<file path="config.mk">
export PLATFORM = sky130hd
export DESIGN_NAME = multi_cpu_srtf_fifo_scheduler_top_flat
export DESIGN_NICKNAME = d
export VERILOG_FILES = /design/src/hdl/mcsfs_pkg.sv /design/src/hdl/mcsfs_ifs.sv /design/src/hdl/mcsfs_ram.sv /design/src/hdl/mcsfs_core.sv /design/src/hdl/multi_cpu_srtf_fifo_scheduler_top.sv /design/src/flat_wrapper.sv
export SDC_FILE = /design/constraint.sdc
export NUM_CORES = 2
export LEC_CHECK = 0
export ABC_AREA = 1
export BUFFER_PORTS_ARGS = -buffer_cell sky130_fd_sc_hd__buf_2
export CELL_PAD_IN_SITES_DETAIL_PLACEMENT = 1
export CELL_PAD_IN_SITES_GLOBAL_PLACEMENT = 2
export CORE_AREA = 2 2 449 451
export CTS_BUF_LIST = sky130_fd_sc_hd__clkbuf_4
export DETAILED_ROUTE_END_ITERATION = 16
export DIE_AREA = 0 0 451 453
export PLACE_DENSITY = 0.6
export SLEW_MARGIN = 25
export SYNTH_ARGS = -nofsm -noshare
export SYNTH_HDL_FRONTEND = slang
export SYNTH_HIERARCHICAL = 1
export SYNTH_SLANG_ARGS = --single-unit
</file>
<file path="constraint.sdc">
create_clock -name clk -period 5.65 [get_ports clk]
set_clock_uncertainty 0.2 [all_clocks]
set_input_delay 1.4125 -clock clk [delete_from_list [all_inputs] [get_ports clk]]
set_output_delay 1.4125 -clock clk [all_outputs]
set_load 0.005 [all_outputs]
</file>
<file path="src/hdl/mcsfs_pkg.sv">
// ----------------------------------------------------------------------------
// mcsfs_pkg
// Shared types, codes and defaults of the multi-CPU SRTF/FIFO scheduler.
// ----------------------------------------------------------------------------
package mcsfs_pkg;

	localparam int MAX_CPUS_DEF    = 8;
	localparam int QUEUE_DEPTH_DEF = 32;
	localparam int TIME_BITS_DEF   = 16;

	localparam int ID_W    = 8;
	localparam int REM_W   = 16;
	localparam int SLICE_W = 17;
	localparam int CFG_IW  = 2;

	localparam logic [SLICE_W-1:0] SLICE_NONE = '1;

	typedef enum logic [2:0] {
		OP_IDLE    = 3'd0,
		OP_PREEMPT = 3'd1,
		OP_YIELD   = 3'd2,
		OP_TERM    = 3'd3,
		OP_WAKE    = 3'd4
	} op_t;

	typedef enum logic [1:0] {
		ACT_DISPATCH = 2'd0,
		ACT_RUN_IDLE = 2'd1,
		ACT_PREEMPT  = 2'd2,
		ACT_FULL     = 2'd3
	} action_t;

	typedef enum logic [CFG_IW-1:0] {
		CFG_SRTF  = 2'd0,
		CFG_NCPU  = 2'd1,
		CFG_SLICE = 2'd2
	} cfg_idx_t;

	typedef enum logic [3:0] {
		S_IDLE,
		S_DECODE,
		S_WAKE,
		S_PSCAN,
		S_SCHED,
		S_SCAN,
		S_TAKE,
		S_GRAB,
		S_SHIFT,
		S_EMIT
	} state_t;

	typedef struct packed {
		logic [2:0]       op;
		logic [2:0]       cpu_index;
		logic [ID_W-1:0]  proc_id;
		logic [REM_W-1:0] remaining;
	} in_item_t;

	typedef struct packed {
		action_t            action;
		logic [2:0]         target_cpu;
		logic [ID_W-1:0]    chosen_id;
		logic [SLICE_W-1:0] granted_slice;
	} out_item_t;

endpackage

</file>
<file path="src/hdl/mcsfs_ifs.sv">
// ----------------------------------------------------------------------------
// mcsfs channel interfaces
// Valid/ready channels for events, results and register writes.
// ----------------------------------------------------------------------------
interface mcsfs_in_if;
	logic        valid;
	logic        ready;
	logic [2:0]  op;
	logic [2:0]  cpu_index;
	logic [7:0]  proc_id;
	logic [15:0] remaining;

	modport source (output valid, op, cpu_index, proc_id, remaining, input ready);
	modport sink (input valid, op, cpu_index, proc_id, remaining, output ready);
endinterface

interface mcsfs_out_if;
	logic        valid;
	logic        ready;
	logic [1:0]  action;
	logic [2:0]  target_cpu;
	logic [7:0]  chosen_id;
	logic [16:0] granted_slice;

	modport source (output valid, action, target_cpu, chosen_id, granted_slice, input ready);
	modport sink (input valid, action, target_cpu, chosen_id, granted_slice, output ready);
endinterface

interface mcsfs_cfg_if;
	logic        valid;
	logic        ready;
	logic [1:0]  index;
	logic [16:0] data;

	modport source (output valid, index, data, input ready);
	modport sink (input valid, index, data, output ready);
endinterface

</file>
<file path="src/hdl/mcsfs_ram.sv">
// ----------------------------------------------------------------------------
// mcsfs_ram
// Generic single-write, single-read RAM with registered read data.
// ----------------------------------------------------------------------------
module mcsfs_ram #(
	parameter int WIDTH = 8,
	parameter int DEPTH = 32
) (
	input  logic                     clk,
	input  logic                     we,
	input  logic [$clog2(DEPTH)-1:0] wr_addr,
	input  logic [WIDTH-1:0]         wr_data,
	input  logic [$clog2(DEPTH)-1:0] rd_addr,
	output logic [WIDTH-1:0]         rd_data
);
	logic [WIDTH-1:0] mem_q [DEPTH];

	always_ff @(posedge clk) begin
		if (we) begin
			mem_q[wr_addr] <= wr_data;
		end
		rd_data <= mem_q[rd_addr];
	end
endmodule

</file>
<file path="src/hdl/mcsfs_core.sv">
// ----------------------------------------------------------------------------
// mcsfs_core
// Event sequencer: queue scan, compaction and CPU table updates.
// ----------------------------------------------------------------------------
module mcsfs_core #(
	parameter int MAX_CPUS    = mcsfs_pkg::MAX_CPUS_DEF,
	parameter int QUEUE_DEPTH = mcsfs_pkg::QUEUE_DEPTH_DEF,
	parameter int TIME_BITS   = mcsfs_pkg::TIME_BITS_DEF
) (
	input  logic                                  clk,
	input  logic                                  arst_n,
	input  logic                                  cfg_srtf,
	input  logic [$clog2(MAX_CPUS+1)-1:0]         cfg_ncpu,
	input  logic [mcsfs_pkg::SLICE_W-1:0]         cfg_slice,
	input  logic                                  in_valid,
	output logic                                  in_ready,
	input  mcsfs_pkg::in_item_t                   item,
	output logic                                  res_valid,
	input  logic                                  res_ready,
	output mcsfs_pkg::out_item_t                  res,
	output logic                                  ram_we,
	output logic [$clog2(QUEUE_DEPTH)-1:0]        ram_wr_addr,
	output logic [mcsfs_pkg::ID_W+TIME_BITS-1:0]  ram_wr_data,
	output logic [$clog2(QUEUE_DEPTH)-1:0]        ram_rd_addr,
	input  logic [mcsfs_pkg::ID_W+TIME_BITS-1:0]  ram_rd_data
);
	import mcsfs_pkg::*;

	localparam int AW   = $clog2(QUEUE_DEPTH);
	localparam int CNTW = $clog2(QUEUE_DEPTH+1);
	localparam int CW   = $clog2(MAX_CPUS+1);
	localparam int CIW  = (MAX_CPUS > 1) ? $clog2(MAX_CPUS) : 1;
	localparam int IW   = (CNTW > CW) ? CNTW : CW;

	state_t               state_q, state_d;
	in_item_t             item_q;
	logic [CIW-1:0]       cpu_q;
	logic [CNTW-1:0]      count_q;
	logic [IW-1:0]        idx_q;
	logic [AW-1:0]        pick_q;
	logic [TIME_BITS-1:0] best_t_q;
	logic [ID_W-1:0]      best_id_q;
	logic [CIW-1:0]       best_cpu_q;
	logic                 found_q;
	out_item_t            res_q;
	logic [MAX_CPUS-1:0]  run_valid_q;
	logic [MAX_CPUS-1:0]  wait_q;
	logic [ID_W-1:0]      run_id_q   [MAX_CPUS];
	logic [TIME_BITS-1:0] run_time_q [MAX_CPUS];

	logic [TIME_BITS-1:0] rem_t;
	logic [ID_W-1:0]      rd_id;
	logic [TIME_BITS-1:0] rd_t;
	logic [CIW-1:0]       run_addr;
	logic                 run_v;
	logic [ID_W-1:0]      run_id;
	logic [TIME_BITS-1:0] run_t;
	logic                 q_full, q_empty, ev_bad, is_wake, pre_live;
	logic                 wfound;
	logic [CIW-1:0]       wcpu;
	logic                 pend, scan_end, sh_more;
	logic [SLICE_W-1:0]   granted;

	assign rem_t    = TIME_BITS'(item_q.remaining);
	assign rd_id    = ram_rd_data[ID_W+TIME_BITS-1 -: ID_W];
	assign rd_t     = ram_rd_data[TIME_BITS-1:0];
	assign run_addr = (state_q == S_PSCAN) ? CIW'(idx_q) : cpu_q;
	assign run_v    = run_valid_q[run_addr];
	assign run_id   = run_id_q[run_addr];
	assign run_t    = run_time_q[run_addr];
	assign q_full   = (count_q == CNTW'(QUEUE_DEPTH));
	assign q_empty  = (count_q == '0);
	assign is_wake  = (item_q.op == OP_WAKE);
	assign ev_bad   = (item_q.op > OP_WAKE) || (int'(item_q.cpu_index) >= int'(cfg_ncpu));
	assign pre_live = (item_q.op == OP_PREEMPT) && run_v;
	assign pend     = (idx_q == IW'(cfg_ncpu));
	assign scan_end = (idx_q == IW'(count_q));
	assign sh_more  = (idx_q < IW'(count_q));
	assign granted  = cfg_slice[SLICE_W-1] ? SLICE_NONE : cfg_slice;

	// lowest waiting cpu in use
	always_comb begin
		wfound = 1'b0;
		wcpu   = '0;
		for (int i = 0; i < MAX_CPUS; i++) begin
			if (!wfound && (i < int'(cfg_ncpu)) && wait_q[i]) begin
				wfound = 1'b1;
				wcpu   = CIW'(i);
			end
		end
	end

	always_comb begin
		state_d = state_q;
		unique case (state_q)
			S_IDLE:   if (in_valid) state_d = S_DECODE;
			S_DECODE: begin
				if (is_wake) state_d = q_full ? S_EMIT : S_WAKE;
				else if (ev_bad) state_d = S_IDLE;
				else if (item_q.op == OP_IDLE) state_d = q_empty ? S_IDLE : S_SCHED;
				else if (pre_live && q_full) state_d = S_EMIT;
				else state_d = S_SCHED;
			end
			S_WAKE: begin
				if (wfound) state_d = S_SCHED;
				else if (!cfg_srtf) state_d = S_IDLE;
				else state_d = S_PSCAN;
			end
			S_PSCAN: begin
				if (pend) state_d = (found_q && best_t_q > rem_t) ? S_EMIT : S_IDLE;
				else if (!run_v) state_d = S_IDLE;
			end
			S_SCHED: begin
				if (q_empty) state_d = S_EMIT;
				else state_d = cfg_srtf ? S_SCAN : S_TAKE;
			end
			S_SCAN:   if (scan_end) state_d = S_TAKE;
			S_TAKE:   state_d = S_GRAB;
			S_GRAB:   state_d = S_SHIFT;
			S_SHIFT:  if (!sh_more) state_d = S_EMIT;
			S_EMIT:   if (res_ready) state_d = S_IDLE;
			default:  state_d = S_IDLE;
		endcase
	end

	always_comb begin
		in_ready    = 1'b0;
		res_valid   = 1'b0;
		ram_we      = 1'b0;
		ram_wr_addr = AW'(count_q);
		ram_wr_data = {item_q.proc_id, rem_t};
		ram_rd_addr = '0;
		unique case (state_q)
			S_IDLE:   in_ready = 1'b1;
			S_DECODE: begin
				if (is_wake) begin
					ram_we = !q_full;
				end else if (!ev_bad && pre_live && !q_full) begin
					ram_we      = 1'b1;
					ram_wr_data = {run_id, rem_t};
				end
			end
			S_SCAN:   ram_rd_addr = AW'(idx_q);
			S_TAKE:   ram_rd_addr = pick_q;
			S_GRAB:   ram_rd_addr = pick_q + AW'(1);
			S_SHIFT: begin
				ram_rd_addr = AW'(idx_q + IW'(1));
				ram_we      = sh_more;
				ram_wr_addr = AW'(idx_q - IW'(1));
				ram_wr_data = ram_rd_data;
			end
			S_EMIT:   res_valid = 1'b1;
			default: ;
		endcase
	end

	assign res = res_q;

	always_ff @(posedge clk or negedge arst_n) begin
		if (!arst_n) begin
			state_q     <= S_IDLE;
			count_q     <= '0;
			run_valid_q <= '0;
			wait_q      <= '0;
		end else begin
			state_q <= state_d;
			unique case (state_q)
				S_DECODE: begin
					if (is_wake) begin
						if (!q_full) count_q <= count_q + CNTW'(1);
					end else if (!ev_bad) begin
						wait_q[cpu_q]      <= 1'b0;
						run_valid_q[cpu_q] <= 1'b0;
						if (item_q.op == OP_IDLE && q_empty) begin
							wait_q[cpu_q] <= 1'b1;
						end else if (pre_live && !q_full) begin
							count_q <= count_q + CNTW'(1);
						end
					end
				end
				S_WAKE: begin
					if (wfound) wait_q[wcpu] <= 1'b0;
				end
				S_SCHED: begin
					if (q_empty) run_valid_q[cpu_q] <= 1'b0;
				end
				S_GRAB:  run_valid_q[cpu_q] <= 1'b1;
				S_SHIFT: begin
					if (!sh_more) count_q <= count_q - CNTW'(1);
				end
				default: ;
			endcase
		end
	end

	always_ff @(posedge clk) begin
		unique case (state_q)
			S_IDLE: begin
				item_q <= item;
				cpu_q  <= CIW'(item.cpu_index);
			end
			S_DECODE: begin
				idx_q    <= '0;
				found_q  <= 1'b0;
				best_t_q <= '0;
				if (is_wake) begin
					res_q <= '{ACT_FULL, 3'd0, item_q.proc_id, SLICE_NONE};
				end else begin
					res_q <= '{ACT_FULL, item_q.cpu_index, run_id, SLICE_NONE};
				end
			end
			S_WAKE: begin
				if (wfound) cpu_q <= wcpu;
			end
			S_PSCAN: begin
				idx_q <= idx_q + IW'(1);
				if (!pend && run_v && run_t > best_t_q) begin
					best_t_q   <= run_t;
					best_cpu_q <= run_addr;
					best_id_q  <= run_id;
					found_q    <= 1'b1;
				end
				res_q <= '{ACT_PREEMPT, 3'(best_cpu_q), best_id_q, SLICE_NONE};
			end
			S_SCHED: begin
				idx_q  <= IW'(1);
				pick_q <= '0;
				res_q  <= '{ACT_RUN_IDLE, 3'(cpu_q), '0, SLICE_NONE};
			end
			S_SCAN: begin
				if (idx_q == IW'(1) || rd_t < best_t_q) begin
					best_t_q <= rd_t;
					pick_q   <= AW'(idx_q - IW'(1));
				end
				if (!scan_end) idx_q <= idx_q + IW'(1);
			end
			S_GRAB: begin
				run_id_q[cpu_q]   <= rd_id;
				run_time_q[cpu_q] <= rd_t;
				res_q <= '{ACT_DISPATCH, 3'(cpu_q), rd_id, granted};
				idx_q <= IW'(pick_q) + IW'(1);
			end
			S_SHIFT: begin
				if (sh_more) idx_q <= idx_q + IW'(1);
			end
			default: ;
		endcase
	end

	a_count_bound: assert property (@(posedge clk) disable iff (!arst_n)
		count_q <= CNTW'(QUEUE_DEPTH))
		else $error("queue count above depth");

	a_wait_not_run: assert property (@(posedge clk) disable iff (!arst_n)
		(wait_q & run_valid_q) == '0)
		else $error("cpu both waiting and running");

	a_dispatch_running: assert property (@(posedge clk) disable iff (!arst_n)
		(res_valid && res_q.action == ACT_DISPATCH) |-> run_valid_q[cpu_q])
		else $error("dispatch to a cpu not marked running");

	a_scan_bound: assert property (@(posedge clk) disable iff (!arst_n)
		(state_q == S_SCAN) |-> (idx_q <= IW'(count_q)))
		else $error("queue scan past count");

	a_shift_shrinks: assert property (@(posedge clk) disable iff (!arst_n)
		(state_q == S_SHIFT && !sh_more) |=> (count_q == $past(count_q) - CNTW'(1)))
		else $error("compaction did not shrink queue");
endmodule

</file>
<file path="src/hdl/multi_cpu_srtf_fifo_scheduler_top.sv">
// ----------------------------------------------------------------------------
// multi_cpu_srtf_fifo_scheduler_top
// CPU scheduler with a bounded ready queue, FIFO or SRTF dispatch.
// ----------------------------------------------------------------------------
// Events (idle, preempt, yield, terminate, wake-up) arrive on in_ch; each
// gives at most one result item on out_ch (dispatch, run idle, force
// preempt, queue full). Registers are written on cfg: 0 SRTF mode, 1 CPUs
// in use, 2 slice length; cfg is always ready, write only while idle.
// One event is handled at a time. Each is accepted, then decoded; a wake-up
// adds a waiting-CPU check; a dispatch then runs an SRTF scan over every
// queue entry, takes and grabs the chosen one and compacts the entries behind
// it, all through the single queue RAM; a wake-up preempt check steps through
// the CPUs in use, then emits a result if it found one.
// Results sit in an output register; while the receiver stalls one item waits
// there and the next event is still handled, and its result holds the block
// in its result state with in_ch.ready low until the receiver takes an item.
// Reset clears the queue count, running and waiting marks and restores
// register defaults; queue RAM contents need no clearing.
// ----------------------------------------------------------------------------
module multi_cpu_srtf_fifo_scheduler_top #(
	parameter int MAX_CPUS    = mcsfs_pkg::MAX_CPUS_DEF,
	parameter int QUEUE_DEPTH = mcsfs_pkg::QUEUE_DEPTH_DEF,
	parameter int TIME_BITS   = mcsfs_pkg::TIME_BITS_DEF
) (
	input logic         clk,
	input logic         arst_n,
	mcsfs_cfg_if.sink   cfg,
	mcsfs_in_if.sink    in_ch,
	mcsfs_out_if.source out_ch
);
	import mcsfs_pkg::*;

	localparam int AW = $clog2(QUEUE_DEPTH);
	localparam int CW = $clog2(MAX_CPUS+1);
	localparam int EW = ID_W + TIME_BITS;

	logic               srtf_q;
	logic [3:0]         ncpu_raw_q;
	logic [SLICE_W-1:0] slice_q;
	logic [CW-1:0]      ncpu;
	logic               out_valid_q;
	out_item_t          out_q;
	in_item_t           item;
	out_item_t          res;
	logic               res_valid, res_ready;
	logic               ram_we;
	logic [AW-1:0]      ram_wr_addr, ram_rd_addr;
	logic [EW-1:0]      ram_wr_data, ram_rd_data;

	assign cfg.ready = 1'b1;

	always_ff @(posedge clk or negedge arst_n) begin
		if (!arst_n) begin
			srtf_q     <= 1'b0;
			ncpu_raw_q <= 4'd1;
			slice_q    <= SLICE_NONE;
		end else if (cfg.valid) begin
			unique case (cfg.index)
				CFG_SRTF:  srtf_q     <= cfg.data[0];
				CFG_NCPU:  ncpu_raw_q <= cfg.data[3:0];
				CFG_SLICE: slice_q    <= cfg.data;
				default: ;
			endcase
		end
	end

	assign ncpu = (ncpu_raw_q == '0) ? CW'(1)
		: (int'(ncpu_raw_q) > MAX_CPUS) ? CW'(MAX_CPUS) : CW'(ncpu_raw_q);

	assign item = '{in_ch.op, in_ch.cpu_index, in_ch.proc_id, in_ch.remaining};

	assign res_ready = !out_valid_q || out_ch.ready;

	always_ff @(posedge clk or negedge arst_n) begin
		if (!arst_n) begin
			out_valid_q <= 1'b0;
		end else if (res_ready) begin
			out_valid_q <= res_valid;
		end
	end

	always_ff @(posedge clk) begin
		if (res_ready && res_valid) begin
			out_q <= res;
		end
	end

	assign out_ch.valid         = out_valid_q;
	assign out_ch.action        = out_q.action;
	assign out_ch.target_cpu    = out_q.target_cpu;
	assign out_ch.chosen_id     = out_q.chosen_id;
	assign out_ch.granted_slice = out_q.granted_slice;

	mcsfs_core #(
		.MAX_CPUS    (MAX_CPUS),
		.QUEUE_DEPTH (QUEUE_DEPTH),
		.TIME_BITS   (TIME_BITS)
	) u_core (
		.clk         (clk),
		.arst_n      (arst_n),
		.cfg_srtf    (srtf_q),
		.cfg_ncpu    (ncpu),
		.cfg_slice   (slice_q),
		.in_valid    (in_ch.valid),
		.in_ready    (in_ch.ready),
		.item        (item),
		.res_valid   (res_valid),
		.res_ready   (res_ready),
		.res         (res),
		.ram_we      (ram_we),
		.ram_wr_addr (ram_wr_addr),
		.ram_wr_data (ram_wr_data),
		.ram_rd_addr (ram_rd_addr),
		.ram_rd_data (ram_rd_data)
	);

	mcsfs_ram #(
		.WIDTH (EW),
		.DEPTH (QUEUE_DEPTH)
	) u_queue (
		.clk     (clk),
		.we      (ram_we),
		.wr_addr (ram_wr_addr),
		.wr_data (ram_wr_data),
		.rd_addr (ram_rd_addr),
		.rd_data (ram_rd_data)
	);
endmodule

</file>
<file path="src/flat_wrapper.sv">
// flat-port wrapper written by rule: the top's interface ports become plain ports
module multi_cpu_srtf_fifo_scheduler_top_flat import mcsfs_pkg::*;
#(
	parameter int MAX_CPUS    = mcsfs_pkg::MAX_CPUS_DEF,
	parameter int QUEUE_DEPTH = mcsfs_pkg::QUEUE_DEPTH_DEF,
	parameter int TIME_BITS   = mcsfs_pkg::TIME_BITS_DEF
)
  (clk, arst_n, cfg_valid, cfg_index, cfg_data, cfg_ready, in_ch_valid, in_ch_op, in_ch_cpu_index, in_ch_proc_id, in_ch_remaining, in_ch_ready, out_ch_valid, out_ch_action, out_ch_target_cpu, out_ch_chosen_id, out_ch_granted_slice, out_ch_ready);
  mcsfs_cfg_if cfg_i ();
  mcsfs_in_if in_ch_i ();
  mcsfs_out_if out_ch_i ();
  input logic clk;
  input logic arst_n;
  input wire logic [$bits(cfg_i.valid)-1:0] cfg_valid;
  input wire logic [$bits(cfg_i.index)-1:0] cfg_index;
  input wire logic [$bits(cfg_i.data)-1:0] cfg_data;
  output wire logic [$bits(cfg_i.ready)-1:0] cfg_ready;
  input wire logic [$bits(in_ch_i.valid)-1:0] in_ch_valid;
  input wire logic [$bits(in_ch_i.op)-1:0] in_ch_op;
  input wire logic [$bits(in_ch_i.cpu_index)-1:0] in_ch_cpu_index;
  input wire logic [$bits(in_ch_i.proc_id)-1:0] in_ch_proc_id;
  input wire logic [$bits(in_ch_i.remaining)-1:0] in_ch_remaining;
  output wire logic [$bits(in_ch_i.ready)-1:0] in_ch_ready;
  output wire logic [$bits(out_ch_i.valid)-1:0] out_ch_valid;
  output wire logic [$bits(out_ch_i.action)-1:0] out_ch_action;
  output wire logic [$bits(out_ch_i.target_cpu)-1:0] out_ch_target_cpu;
  output wire logic [$bits(out_ch_i.chosen_id)-1:0] out_ch_chosen_id;
  output wire logic [$bits(out_ch_i.granted_slice)-1:0] out_ch_granted_slice;
  input wire logic [$bits(out_ch_i.ready)-1:0] out_ch_ready;
  assign cfg_i.valid = cfg_valid;
  assign cfg_i.index = cfg_index;
  assign cfg_i.data = cfg_data;
  assign cfg_ready = cfg_i.ready;
  assign in_ch_i.valid = in_ch_valid;
  assign in_ch_i.op = in_ch_op;
  assign in_ch_i.cpu_index = in_ch_cpu_index;
  assign in_ch_i.proc_id = in_ch_proc_id;
  assign in_ch_i.remaining = in_ch_remaining;
  assign in_ch_ready = in_ch_i.ready;
  assign out_ch_valid = out_ch_i.valid;
  assign out_ch_action = out_ch_i.action;
  assign out_ch_target_cpu = out_ch_i.target_cpu;
  assign out_ch_chosen_id = out_ch_i.chosen_id;
  assign out_ch_granted_slice = out_ch_i.granted_slice;
  assign out_ch_i.ready = out_ch_ready;
  multi_cpu_srtf_fifo_scheduler_top #(.MAX_CPUS(MAX_CPUS), .QUEUE_DEPTH(QUEUE_DEPTH), .TIME_BITS(TIME_BITS)) u_core (.clk(clk), .arst_n(arst_n), .cfg(cfg_i), .in_ch(in_ch_i), .out_ch(out_ch_i));
endmodule
</file>
==> results by group <==
Final layout
  – Post-route cell area: just under 0.06 mm2
  – Area growth, synth to finish: 17.38%
  – Layout Nets: about 4900
  – Fillers: 22290
  – Share of post-route cells with drive strength above 1: between 10% and 20%

Timing
  – Final worst-path cycle share: between 80% and 90%
  – F_max: 205.4 MHz
  – Final TNS setup: 0 ps
  – Unrepaired setup endpoints after global routing: no
  – Fin. Hold Viols: 0
  – Max Slew Vio Count: 0
  – Worst slew pin tran: around 1000 ps
  – Final setup fails: 0
  – Fin crit period: roughly 4900 ps
  – Slew margin rel.: 30.50%

Synth
  – Library cells used by synthesis: 56
  – Yosys reg bits: approximately 1200
  – Ys Warns: 6
  – Primary FF master, synth: edfxtp_1
  – Mapped Avg Cell Area: approximately 11 um2
  – Sequential area share after synthesis: 69.47%
  – Post-Syn Instances: between 4000 and 5000
  – Async set-reset flop share out of synthesis: between 4 and 5%
  – Post-synth design cell area: around 0.050 mm2
  – Number of synthesized flops with an enable pin: between 1000 and 1500
  – Mapped Nets: roughly 4500

Die
  – FP Rows: approximately 160
  – Starting Density: around 25%
  – # IOs: 87
  – Core box area: about 0.2 mm2
  – Die H: between 400 and 500 um
  – Die area: a little over 0.2 mm2
  – Die width: 451 um

Worst setup path
  – Worst Reg-to-Reg Cells: 14
  – Crit-path max FO: 20
  – Critical path data required time: 6350 ps
  – Crit. End Element: register
  – CP arrival: between 5000 and 6000 ps
  – Crit Path Class: reg -> reg
  – Setup crit start kind: register

Global routing
  – Grt ovf: 0
  – Largest net degree at the start of global routing: roughly 140
  – Via count of the first global-routing pass: about 36000
  – Antenna violations before repair: 4
  – Tot GR Track Use: 15.16%
  – First-pass GRT wire length: ~230 mm

Power and ir drop
  – P_leak: 0.02195 uW
  – Power per Cell Area: just under 500 mW/mm2
  – Pwr Total: roughly 29000 uW
  – Maximum VDD drop: 0.2097 mV

Placement
  – RePlAce Congestion: between 0.8 and 0.9
  – Post-detail-place hpwl: about 92 mm
  – # port buffers: 85
  – Post-placement cell area: 0.05341 mm2

Clock tree
  – CTS sink cnt: ~1200
  – H-tree levels: 5
  – Total CTS buffers: between 300 and 400
  – Root buffer cell: clkbuf_4
  – Clock Tree Buf Depth: 4
  – Reg clk slew, reported paths: ~60 ps
  – PostCTS Resize Cnt: 0
  – Clock Latency Late Sink: 1300 ps
  – CTS tree: built

Route
  – Initial DRC count: roughly 1800
  – Wl on met1: roughly 70 mm
  – Post-DRT Antenna Nets: 0
  – Met2 Wirelength: approximately 74 mm
  – Via count: approximately 34000
  – WL met3: ~5.5 mm
  – DRC viols: 0
  – Uppermost layer routed: met4
  – Vias/cell: 4.473
  – Pre-antenna DRT Iters: 5
  – Routed wire per std cell: around 20 um
  – Final wirelength: 155.3 mm

Min path
  – Worst min path class: reg -> reg
  – Hold-critical path depth: 0

Flow run
  – Maxcap violations: 0

Status
  – Status: finished clean
[power breakdown]
part | internal, uW | switching (uW) | leakage, uW
Clock | 4480 | 3720 | 0.00266
Sequential | 11400 | 722 | 0.0106
Combinational | 2170 | 6270 | 0.00868
[cell usage in the layout, fill, tap and decap left out, types with 26 or more instances in the layout]
cell type / n
a21oi_1: 41
buf_2: 85
buf_4: 88
clkbuf_4: 538
clkinv_1: 53
dfrtp_1: 31
dlygate4sd3_1: 26
edfxtp_1: 1092
ha_1: 64
inv_1: 191
nand2_1: 1589
nand3_1: 777
nor2_1: 53
nor2_4: 26
o21ai_0: 47
o21ai_1: 27
[worst paths after layout]
path / slack (ps) / start / endpoint
setup / recovery: 780 / u_core/u_core/state_q[3]$_DFFE_PN0P_ / u_core/u_core/best_id_q[4]$_DFFE_PP_
hold / removal: 140 / u_core/u_core/res[27]$_DFFE_PP_ / u_core/out_ch.target_cpu[2]$_DFFE_PP_
setup reg to reg: 780 / u_core/u_core/state_q[3]$_DFFE_PN0P_ / u_core/u_core/best_id_q[4]$_DFFE_PP_
hold reg to reg: 140 / u_core/u_core/res[27]$_DFFE_PP_ / u_core/out_ch.target_cpu[2]$_DFFE_PP_
max in group asynchronous: 4030 / arst_n / u_core/u_core/count_q[3]$_DFFE_PN0P_
min in group asynchronous: 610 / arst_n / asynchronous set/reset pin
[through the flow]
step | utilization, % | worst slack (ps) | hold WS [ps] | cells
3_5_place_dp | 26.80 | 717.7 | 205.2 | 7040
3_3_place_gp | 26.78 | 822.1 | 200.6 | 7038
6_report | 29.27 | 780.6 | 139.4 | 7688
2_1_floorplan | - | 1233 | 200.3 | 4425
4_1_cts | 29.15 | 684.6 | 0.6735 | 7672
5_1_grt | 29.27 | 458.8 | 24.74 | 7686
[repair_timing]
action,4_1_cts,5_1_grt
hold buffers,26,0
endpoints found under the hold margin,50,0
setup endpoints to repair,0,0
buffers inserted,0,0
[state kept, by name (all words and copies together) (netlist names), 16 cells and up, named ones only]
register	flops
u_core/out_ch.granted_slice	17
u_core/slice_q	17
u_core/u_core/best_t_q	16
u_core/u_core/rem_t	16
u_core/u_core/res	30
u_core/u_core/run_id_q	64
u_core/u_core/run_time_q	128
u_core/u_queue/mem_q	768
u_core/u_queue/rd_data	24
[worst max-delay path, cell delays in order, from the launching register on]
cell     delay (ps)
dfrtp_1         490
nor2_4          250
nand2_4         180
o21ai_4         660
buf_4           420
nand3_1         110
nand3_1          80
o21ai_1         160
ha_1            360
nand2_1          70
o21ai_0         230
a21oi_1         100
a21oi_1         480
nand3_1         240
inv_1           470
[area by class of cell]
type / instances / area [um2] / area share, %
antenna: 8 / 20.02 / 0.03432
tap: 2656 / 3323 / 5.697
inverter: 203 / 784.5 / 1.345
sequential: 1165 / 34520 / 59.18
clock buffer: 538 / 4039 / 6.925
clock inverter: 68 / 370.4 / 0.6350
multi-input combinational: 2829 / 13420 / 23.00
timing repair buffer: 221 / 1854 / 3.179
[routing by layer]
metal / vias up / GRT usage (%)
met3: 271 / 2.745
li1: 16200 / -
met2: 665 / 25.10
met1: 17260 / 19.67
met5: - / 0
met4: 0 / 5.764
[logic make-up after synthesis]
| kind of cell | after synthesis | share of synthesized area, % |
|---|---|---|
| AOI/OAI and AO/OA | 198 | 2.448 |
| xor gates and xnor gates | 14 | 0.2467 |
| adders and majority gates | 65 | 1.652 |
| buffers and inverters | 431 | 4.391 |
| DFF | 1165 | 69.47 |
| other | 1 | 0.007547 |
| and+or+nand+nor | 2551 | 21.78 |
[cells in the mapped netlist (2+ instances only)]
cell type	number	share of area [%]
inv_1	192	1.5
dfstp_2	18	0.95
nand2_1	1595	12
buf_4	15	0.23
a22o_1	15	0.26
nor2_2	3	0.038
or2_2	16	0.20
and3_1	2	0.025
buf_2	125	1.3
nand2_2	5	0.063
ha_1	64	1.6
xor2_1	10	0.18
edfxtp_1	1092	66
dfxtp_1	24	0.97
nand3b_1	3	0.045
o211ai_1	17	0.26
inv_2	8	0.060
dfrtp_1	31	1.6
o21ai_1	27	0.27
o2111ai_1	4	0.070
a21oi_1	44	0.44
nor2_4	3	0.068
nand3_1	777	7.8
o22ai_1	2	0.025
nor3_1	16	0.16
o221ai_1	2	0.035
or2_1	2	0.025
nand2_4	7	0.16
nor2_1	96	0.73
o21a_1	2	0.030
o21ai_2	14	0.25
o21ai_4	2	0.065
buf_6	43	0.97
buf_1	10	0.076
buf_8	2	0.060
o21ai_0	62	0.62
clkbuf_1	33	0.25
nand4_1	21	0.26
xnor2_1	4	0.070
Power figures use the tool's default switching activity.
